===== src/rtl/core/oale_pkg.sv =====
package oale_pkg;

    localparam int CAPACITY = 64;
    localparam int WORD_W   = 32;
    localparam int POS_W    = 7;
    localparam int OP_W     = 3;
    localparam int ST_W     = 2;
    localparam int LANES    = 8;
    localparam int GROUPS   = (CAPACITY + LANES - 1) / LANES;

    typedef enum logic [OP_W-1:0] {
        OP_GET    = 3'd0,
        OP_SET    = 3'd1,
        OP_APPEND = 3'd2,
        OP_INSERT = 3'd3,
        OP_ERASE  = 3'd4,
        OP_RESIZE = 3'd5
    } op_t;

    typedef enum logic [ST_W-1:0] {
        ST_OK        = 2'd0,
        ST_BAD_INDEX = 2'd1,
        ST_FULL      = 2'd2,
        ST_TOO_LARGE = 2'd3
    } status_t;

    typedef enum logic {
        S_IDLE,
        S_RESP
    } state_t;

    typedef struct packed {
        logic               do_get;
        logic               do_set;
        logic               do_append;
        logic               do_insert;
        logic               do_erase;
        logic               do_resize;
        logic [POS_W-1:0]   pos;
        logic [POS_W-1:0]   cnt;
        logic [POS_W-1:0]   target;
        logic [WORD_W-1:0]  value;
    } cell_cmd_t;

endpackage


===== src/rtl/core/oale_cell.sv =====
module oale_cell
    import oale_pkg::*;
(
    input  logic              clk,
    input  logic [POS_W-1:0]  index,
    input  cell_cmd_t         cmd,
    input  logic [WORD_W-1:0] left,
    input  logic [WORD_W-1:0] right,
    output logic [WORD_W-1:0] word,
    output logic [WORD_W-1:0] read_lane
);

    logic [WORD_W-1:0] word_reg;
    logic [WORD_W-1:0] word_next;

    always_comb
    begin
        word_next = word_reg;
        if (cmd.do_set && index == cmd.pos)
        begin
            word_next = cmd.value;
        end
        if (cmd.do_append && index == cmd.cnt)
        begin
            word_next = cmd.value;
        end
        if (cmd.do_insert)
        begin
            if (index > cmd.pos)
            begin
                word_next = left;
            end
            else if (index == cmd.pos)
            begin
                word_next = cmd.value;
            end
        end
        if (cmd.do_erase && index >= cmd.pos)
        begin
            word_next = right;
        end
        if (cmd.do_resize && index >= cmd.cnt && index < cmd.target)
        begin
            word_next = '0;
        end
    end

    always_ff @(posedge clk)
    begin
        word_reg <= word_next;
    end

    assign word      = word_reg;
    assign read_lane = (cmd.do_get && index == cmd.pos) ? word_reg : '0;

endmodule


===== config.mk =====
export PLATFORM = sky130hd
export DESIGN_NAME = oale_cell
export DESIGN_NICKNAME = d
export VERILOG_FILES = /design/src/rtl/core/oale_pkg.sv /design/src/rtl/core/oale_cell.sv
export SDC_FILE = /design/constraint.sdc
export NUM_CORES = 1
export LEC_CHECK = 0
export BUFFER_PORTS_ARGS = -buffer_cell sky130_fd_sc_hd__buf_2
export CAP_MARGIN = 10
export CORE_MARGIN = 2
export CORE_UTILIZATION = 45
export DETAILED_ROUTE_END_ITERATION = 10
export PLACE_DENSITY = 0.95
export SLEW_MARGIN = 10
export SYNTH_ARGS = -nofsm -noshare
export SYNTH_HDL_FRONTEND = slang
export SYNTH_SLANG_ARGS = --single-unit

===== constraint.sdc =====
create_clock -name clk -period 6.8 [get_ports clk]
set_input_delay 1.36 -clock clk [delete_from_list [all_inputs] [get_ports clk]]
set_output_delay 1.36 -clock clk [all_outputs]
set_load 0.05 [all_outputs]

==> impl_results.md, run 1 <==
- Status: finished clean
- Clock Skew: 0 ns
- RSZ-0062 raised after global routing: false
- Synth Net Count: 484
- Sequential cell area: 641 um^2
- Flops & latches, synth: 32
- Number of flops mapped to enable cells by yosys: 0
- CP required: 5.44 ns
- Yosys top cell area share: 22.8%
- Layer with the highest usage: met2
- Worst Setup End Kind: output pin
- Core Region: 5990 um^2
- Synth top area cells: dfxtp_1, mux2_2, a221oi_1, a22o_1, ha_1
- Peak supply drop: 0.158 mV
- Setup TNS Final: 0 ns
- Crit share post-route: 65.9%
- Initial antenna violation count: 0
- Ys flop type: dfxtp_1
- Post-route ant nets: 0
- Multi-input gate area: 1950 um^2
- ANT cells: 0
- Pin count of the biggest net entering global routing: 63
- Vias in the first global route: 3452
- Die height: 83.0 um
- Rows: 28
- Hold Buf Count CTS: 0
- Area delta synth->final: 37.2%
- Max Buffers Root-to-Sink: 2
- Grt met2 use: 47.5%
- Avg WL per Cell: 16.3 um
- Worst hold path type: reg -> reg
- Sequential-to-total area share from yosys stat: 22.8%
- Finish-stage setup viols: 0
- Htree depth: 2
- Syn avg cell area: 8.43 um^2
- Max FFs per register: 32
- Clock transition at path regs: 0.07 ns
- CP Max Fanout: 51
- Final Hold Viols: 0
- Clock Root Buffer: clkbuf_8
- M1 GR Usage: 29.6%
- Full die area: 6890 um^2
- Max cap viols: 0
- Final std cells w/o fill: 582
- Vias per std cell: 5.92
- Crit path DAT: 3.12 ns
- Worst skew pair latency: 0.28 ns
- Ys async rst share: 0%
- Post-synth cell types: 35
- Final max-slew violation count: 0
- Mapped Area: 2810 um^2
- Met3 GRT Util: 4.97%
- Layout Nets: 658
- Leak: 2.15 nW
- Drt pass-1 iters: 5
- Min Tclk post-route: 4.48 ns
- Worst slew pin tran: 1.08 ns
- CTS tree: built
- Main combinational cell family by area after synthesis: compound AO/OA/AOI/OAI gates
- Routability cong.: 0.826
- Power Dens Cells: 233 nW/um^2
- Rel. slew slack: 27.8%
- Die width: 83.0 um
- Post-Route WL: 9500 um
- Share of cells above drive strength 1: 48.3%
- Complex-gate fraction of the synthesized area: 25.6%
- IO Pins: 195
- Post-synthesis simple-gate area fraction: 21.5%
- CTS-repair resized insts: 0
- Clock sink count: 32
- Mapped Cells: 333
- GR Util All Layers: 26.1%
- Port Buffers: 194
- Post-Synth Adder-Cell Area: 8.91%
- Initial Utilization: 46.9%
- Fill cell count: 496
- Number of CTS-inserted buffers: 5
- Most frequent cell after synthesis: nor2_1
- Setup Fix Bufs, Post-CTS: 0
- Most frequent cells after synthesis: nor2_1, and3_1, nor3_1
- Synth warn: 0
- DR iter-0 viols: 143
- Setup crit start kind: input pin
- XOR/XNOR share of the synthesized area: 0%
- Setup CP Type: in -> out
- First-pass GRT wire length: 15200 um
- Mux cell area share after synthesis: 12.8%
- Dpl cells: 574
- Grt ovf: 0
- Biggest area consumer among synthesized cells: dfxtp_1
- DR vias: 3445
- # DRC: 0
- FMAX: 223 MHz
- DP Wirelength: 6940 um
[worst max-delay path: stages]
cell and delay, ns:
buf_2 0.13, ha_1 0.33, nand4_2 0.19, nor2_4 0.36, buf_12 0.25, and3_1 0.20
buf_2 0.27
[power by group]
part	switching (W)	total (W)	internal [W]
Sequential	0.0000347	0.000274	0.000240
Clock	0.0000664	0.000136	0.0000695
Combinational	0.000319	0.000487	0.000168
Total	0.000420	0.000897	0.000477
[logic make-up (layout without fill, tap and decap cells)]
logic type	count (synthesis)	in the layout
adders and majority gates	20	20
buffers and inverters	51	225
muxes	32	32
and+or+nand+nor	115	115
DFF	32	32
AOI/OAI and AO/OA	83	83
[metal layers]
metal	share of wire, %	vias to the layer above	wire [um]
met5	0	-	0
met3	7.9	26	747
met4	1.9	0	184
li1	-	1621	-
met1	40	1605	3750
met2	51	193	4810
[layout make-up]
cell class | instances | area share, %
Tap cell | 75 | 2.44
Timing Repair Buffer | 199 | 26.5
Clock inverter | 1 | 0.130
Inverter | 19 | 1.85
Clock buffer | 6 | 1.88
Multi-Input combinational cell | 250 | 50.6
Sequential cell | 32 | 16.6
[path summary, 6_finish.rpt]
check	startpoint	to	slack [ns]	depth (start not counted)
max	index[6]	read_lane[6]	2.32	7
max reg2reg	word[10]	word[10]	5.69	3
min	word[13]	word[13]	0.70	3
min reg2reg	word[13]	word[13]	0.70	3
[placed cells by master (no fill, tap or decap)]
cell,count
a21boi_0,1
nor2b_1,1
a211oi_1,1
nand4_1,1
nand3_1,2
nor2_4,1
ha_1,20
and4_1,1
clkinv_2,1
nand4_2,1
o21a_1,1
o21ai_0,2
a221oi_1,32
buf_2,194
nand3b_1,1
nor2_1,35
o31a_1,1
a21oi_1,4
mux2_2,32
a221oi_2,1
nand2b_4,1
and2b_4,1
o2111ai_1,1
buf_4,4
a21oi_2,1
a22o_1,32
nand2_1,1
a21o_1,3
a2111oi_4,1
nand2b_1,3
dfxtp_1,32
clkbuf_1,1
inv_1,19
and3_1,33
clkbuf_8,5
nor3_1,33
buf_12,1
o21ai_1,1
o21ai_4,1
[per-stage QoR]
step	power, W	setup WS, ns	util [%]	area [um^2]	hold slack [ns]
2_1_floorplan	0.000630	2.38	-	2810	1.06
3_3_place_gp	0.000746	1.93	62.7	3750	0.675
3_5_place_dp	0.000762	1.88	62.7	3750	0.692
4_1_cts	0.000899	1.89	64.0	3830	0.707
5_1_grt	0.000946	2.21	64.3	3850	0.750
6_report	0.000897	2.32	64.3	3850	0.700
Power figures use the tool's default switching activity.
==> inputs of run 2 (changes only) <==
- CORE_UTILIZATION: 45 -> 42
- PLACE_DENSITY: 0.95 -> 0.9
- clock period: 6.8 -> 4.6 ns (I/O delays scaled with it)
==> impl_results.md, run 2 (synthesis results as in run 1) <==
- IO Pins: 195
- Sequential cell area: 641 um^2
- Clock Skew: 0 ns
- Number of CTS-inserted buffers: 5
- Dpl cells: 576
- Multi-input gate area: 1960 um^2
- Max Buffers Root-to-Sink: 2
- Setup CP Type: in -> out
- Worst slew pin tran: 1.11 ns
- Slowest cell delay on critical path: 0.33 ns
- ANT cells: 0
- Crit path DAT: 2.62 ns
- Pin count of the biggest net entering global routing: 39
- Setup WS post-layout: 1.06 ns
- Htree depth: 2
- Port Buffers: 194
- Setup Fix Bufs, Post-CTS: 0
- DR vias: 3391
- Status: finished, violations left
- GR Util All Layers: 24.7%
- CP Max Fanout: 22
- Crit share post-route: 76.9%
- Routability cong.: 0.847
- Fill cell count: 578
- Hold depth: 3
- First-pass GRT wire length: 14800 um
- Worst Setup End Kind: output pin
- Layout Nets: 657
- Grt ovf: 0
- Worst hold path type: reg -> reg
- Rows: 29
- Setup crit start kind: input pin
- Min Tclk post-route: 3.54 ns
- Post-route ant nets: 0
- Vias in the first global route: 3259
- Most frequent cells in the layout: buf_2, nor2_1, and3_1, nor3_1
- CTS tree: built
- Hold Buf Count CTS: 0
- Initial antenna violation count: 0
- Crit-path most repeated cell: buf_2
- Vias per std cell: 5.82
- Final Hold Viols: 0
- Avg WL per Cell: 16.4 um
- Finish-stage setup viols: 0
- Area delta synth->final: 37.3%
- Leak: 2.15 nW
- Power Dens Cells: 344 nW/um^2
- Total design power: 0.00133 W
- Clock transition at path regs: 0.06 ns
- CP required: 3.68 ns
- Critical path's slowest cell: ha_1
- DP Wirelength: 6940 um
- Final max-slew violation count: 0
- Worst skew pair latency: 0.27 ns
- Setup TNS Final: 0 ns
- Clock sink count: 32
- Share of cells above drive strength 1: 48.2%
- FMAX: 283 MHz
- Die width: 85.8 um
- Final std cells w/o fill: 583
- Full die area: 7350 um^2
- Drt pass-1 iters: 10
- # DRC: 15
- Post-Route WL: 9590 um
- Peak supply drop: 0.251 mV
- Die height: 85.8 um
- Failing checks: design-rule violations
- CP Cell Sequence: buf_2 -> ha_1 -> nand4_2 -> nor2_4 -> buf_4 -> and3_1 -> buf_2
- Clock Root Buffer: clkbuf_8
- DR iter-0 viols: 172
- R2R cell count: 3
- Max FFs per register: 32
- Finished Core Util: 60.0%
- RSZ-0062 raised after global routing: false
- Rel. slew slack: 25.8%
- Commonest non-fill, non-tap cell in the layout: buf_2
- Max cap viols: 0
- CTS-repair resized insts: 0
- Core Region: 6420 um^2
- Initial Utilization: 43.7%
- Place WS: 1.06 ns
## run 2: cell count changes in the layout (fill, tap and decap cells not counted)
cell     previous run  this run
a21oi_2             1         0
a21oi_4             0         1
buf_4               4         3
## run 2: worst max-delay path: cells and delay by family
| kind | cells | cell delay, ns |
|---|---|---|
| buffers and inverters | 3 | 0.69 |
| and+or+nand+nor | 3 | 0.67 |
| adders and majority gates | 1 | 0.33 |
## run 2: layer usage
layer | global-route usage (%) | vias to the layer above | wire [um]
met3 | 4.72 | 16 | 790
met2 | 45.4 | 193 | 4880
li1 | - | 1620 | -
met1 | 28.6 | 1562 | 3770
met4 | 8.23 | 0 | 144
met5 | 0 | - | 0
## run 2: layout make-up
| class | instances | share of cell area, % |
|---|---|---|
| flip-flops and latches | 32 | 16.6 |
| repair buffers | 198 | 26.3 |
| inverters | 19 | 1.85 |
| well taps | 77 | 2.50 |
| multi-input cells | 250 | 50.7 |
| clock buffers | 6 | 1.88 |
| clock inverters | 1 | 0.130 |
## run 2: per-stage QoR
stage / hold WS (ns) / cell area, um^2
detailed placement: 0.690 / 3780
global placement: 0.673 / 3780
global route: 0.750 / 3850
CTS: 0.708 / 3850
finish: 0.699 / 3850
floorplan: 1.06 / 2810
## run 2: path summary, 6_finish.rpt
path,from,endpoint,slack (ns)
worst max-delay path,index[6],read_lane[11],1.06
worst max register to register,word[21],word[21],3.51
worst min register to register,word[23],word[23],0.70
worst min-delay path,word[23],word[23],0.70
## run 2: power by group
part           switching, W  internal, W  total (W)
registers         0.0000538     0.000354   0.000408
logic              0.000467     0.000247   0.000715
clock network      0.000101     0.000103   0.000204
==> inputs of run 3 (changes only) <==
- ABC_AREA: not set -> 1
- CORE_UTILIZATION: 42 -> 41
- PLACE_DENSITY: 0.9 -> 0.88
- clock period: 4.6 -> 3 ns (I/O delays scaled with it)
==> impl_results.md, run 3 <==
- Status: finished clean
- Setup TNS Final: 0 ns
- Worst hold path type: in -> reg
- Flops & latches, synth: 32
- Drt pass-1 iters: 4
- Port Buffers: 194
- Post-route ant nets: 0
- Met1 WL: 4540 um
- Leak: 2.88 nW
- DR vias: 4294
- Ys async rst share: 0%
- Power Dens Cells: 484 nW/um^2
- CTS tree: built
- DP Wirelength: 8090 um
- Clock transition at path regs: 0.08 ns
- Total design power: 0.00219 W
- Clock sink count: 32
- Crit share post-route: 87.5%
- Max cap viols: 0
- # DRC: 0
- Main combinational cell family by area after synthesis: simple AND/OR/NAND/NOR gates
- Post-Route WL: 10900 um
- Routability cong.: 0.816
- Worst slew pin tran: 0.413 ns
- Post-synthesis simple-gate area fraction: 58.3%
- Area delta synth->final: 33.5%
- Layout Nets: 945
- Origin of the worst min-delay path: right[20]
- Die height: 94.9 um
- CTS-repair resized insts: 0
- Setup crit start kind: input pin
- Synth top area cells: nand2_1, dfxtp_1, nand3_1, ha_1, nor2_1
- Core Region: 8130 um^2
- CP required: 2.40 ns
- Hold Buf Count CTS: 0
- Synth Net Count: 763
- Synth warn: 0
- Max Buffers Root-to-Sink: 2
- Setup Fix Bufs, Post-CTS: 0
- Full die area: 9010 um^2
- Clock Skew: 0 ns
- Complex-gate fraction of the synthesized area: 2.25%
- Initial antenna violation count: 0
- Share of cells above drive strength 1: 30.0%
- Setup CP Type: in -> out
- Grt ovf: 0
- Mapped Cells: 612
- Finish-stage setup viols: 0
- Worst Setup End Kind: output pin
- Crit path DAT: 2.03 ns
- R2r setup slk: 2.12 ns
- FMAX: 381 MHz
- Htree depth: 2
- Critical Path End: read_lane[23]
- Peak supply drop: 0.332 mV
- R2r endpoint: word[19]
- Critical path origin: index[6]
- Final Hold Viols: 0
- Avg WL per Cell: 12.2 um
- Mapped Area: 3390 um^2
- Top Metal Used: met4
- Vias per std cell: 4.78
- Clock Root Buffer: clkbuf_8
- XOR/XNOR share of the synthesized area: 0%
- Most frequent cells after synthesis: nand2_1, nand3_1, nor2_1
- ANT cells: 0
- Yosys top cell area share: 26.2%
- Reg2Reg Launch Point: word[19]
- Most frequent cell after synthesis: nand2_1
- Vias in the first global route: 3830
- Initial Utilization: 41.7%
- Syn avg cell area: 5.54 um^2
- Rel. slew slack: 72.4%
- GR Util All Layers: 24.0%
- Final max-slew violation count: 0
- Worst skew pair latency: 0.28 ns
- Rows: 33
- DR iter-0 viols: 154
- Sequential-to-total area share from yosys stat: 18.9%
- Mux cell area share after synthesis: 0%
- IO Pins: 195
- Number of flops mapped to enable cells by yosys: 0
- Commonest non-fill, non-tap cell in the layout: nand2_1
- Min Tclk post-route: 2.63 ns
- R2R cell count: 6
- Post-Synth Adder-Cell Area: 7.38%
- Die width: 94.9 um
- Most frequent cells in the layout: nand2_1, buf_2, nand3_1
- Max FFs per register: 32
- Ys flop type: dfxtp_1
- CP Max Fanout: 16
- RSZ-0062 raised after global routing: false
- Met2 routed wirelength: 5510 um
- Pin count of the biggest net entering global routing: 34
- Biggest area consumer among synthesized cells: nand2_1
- Post-synth cell types: 26
- WL met3: 862 um
- Number of CTS-inserted buffers: 5
- First-pass GRT wire length: 17100 um
-- run 3: logic make-up after synthesis --
kind of cell,after synthesis
simple gates,448
flops,32
fa+ha+maj,20
buf+inv,100
compound gates,12
-- run 3: metrics by stage --
stage                     instance area, um^2  std cells  worst slack (ns)  util (%)  hold slack [ns]
after CTS                                4530        899             0.365      55.7            0.616
after floorplan                          3390        612             0.113         -            0.817
after detailed placement                 4450        892             0.370      54.7            0.682
final                                    4530        899             0.374      55.7            0.623
after global placement                   4450        892             0.385      54.7            0.676
after global routing                     4530        899             0.229      55.7            0.629
-- run 3: how the worst min path moves through the flow --
| stage | end | depth (start not counted) | slack, ns |
|---|---|---|---|
| detailed placement | word[3] | 6 | 0.68 |
| floorplan | word[10] | 3 | 0.82 |
| finish | word[20] | 4 | 0.62 |
| global route | word[18] | 4 | 0.63 |
| global placement | word[7] | 6 | 0.68 |
| CTS | word[8] | 4 | 0.62 |
-- run 3: metal layers --
metal,GRT usage [%],vias to the layer above
met5,0,-
met4,3.74,0
met3,3.59,2
met2,45.7,181
met1,28.5,1866
li1,-,2245
-- run 3: power breakdown --
part	internal (W)	leakage [nW]	switching [W]
logic	0.000390	2.57	0.000834
registers	0.000546	0.269	0.0000938
clock network	0.000157	0.0400	0.000169
-- run 3: worst max-delay path, stage by stage --
cell	delay, ns
buf_2	0.12
ha_1	0.30
nand2_2	0.10
nor2_8	0.16
nand2_4	0.06
inv_2	0.05
nand2_1	0.05
buf_4	0.19
nor2_1	0.10
buf_2	0.27
-- run 3: area by class of cell --
class | instances | area [um^2]
Tap cell | 105 | 131
Timing Repair Buffer | 212 | 1130
Multi-Input combinational cell | 480 | 2310
Fill cell | 821 | 3610
Clock inverter | 2 | 12.5
Clock buffer | 5 | 68.8
Inverter | 63 | 236
Sequential cell | 32 | 641
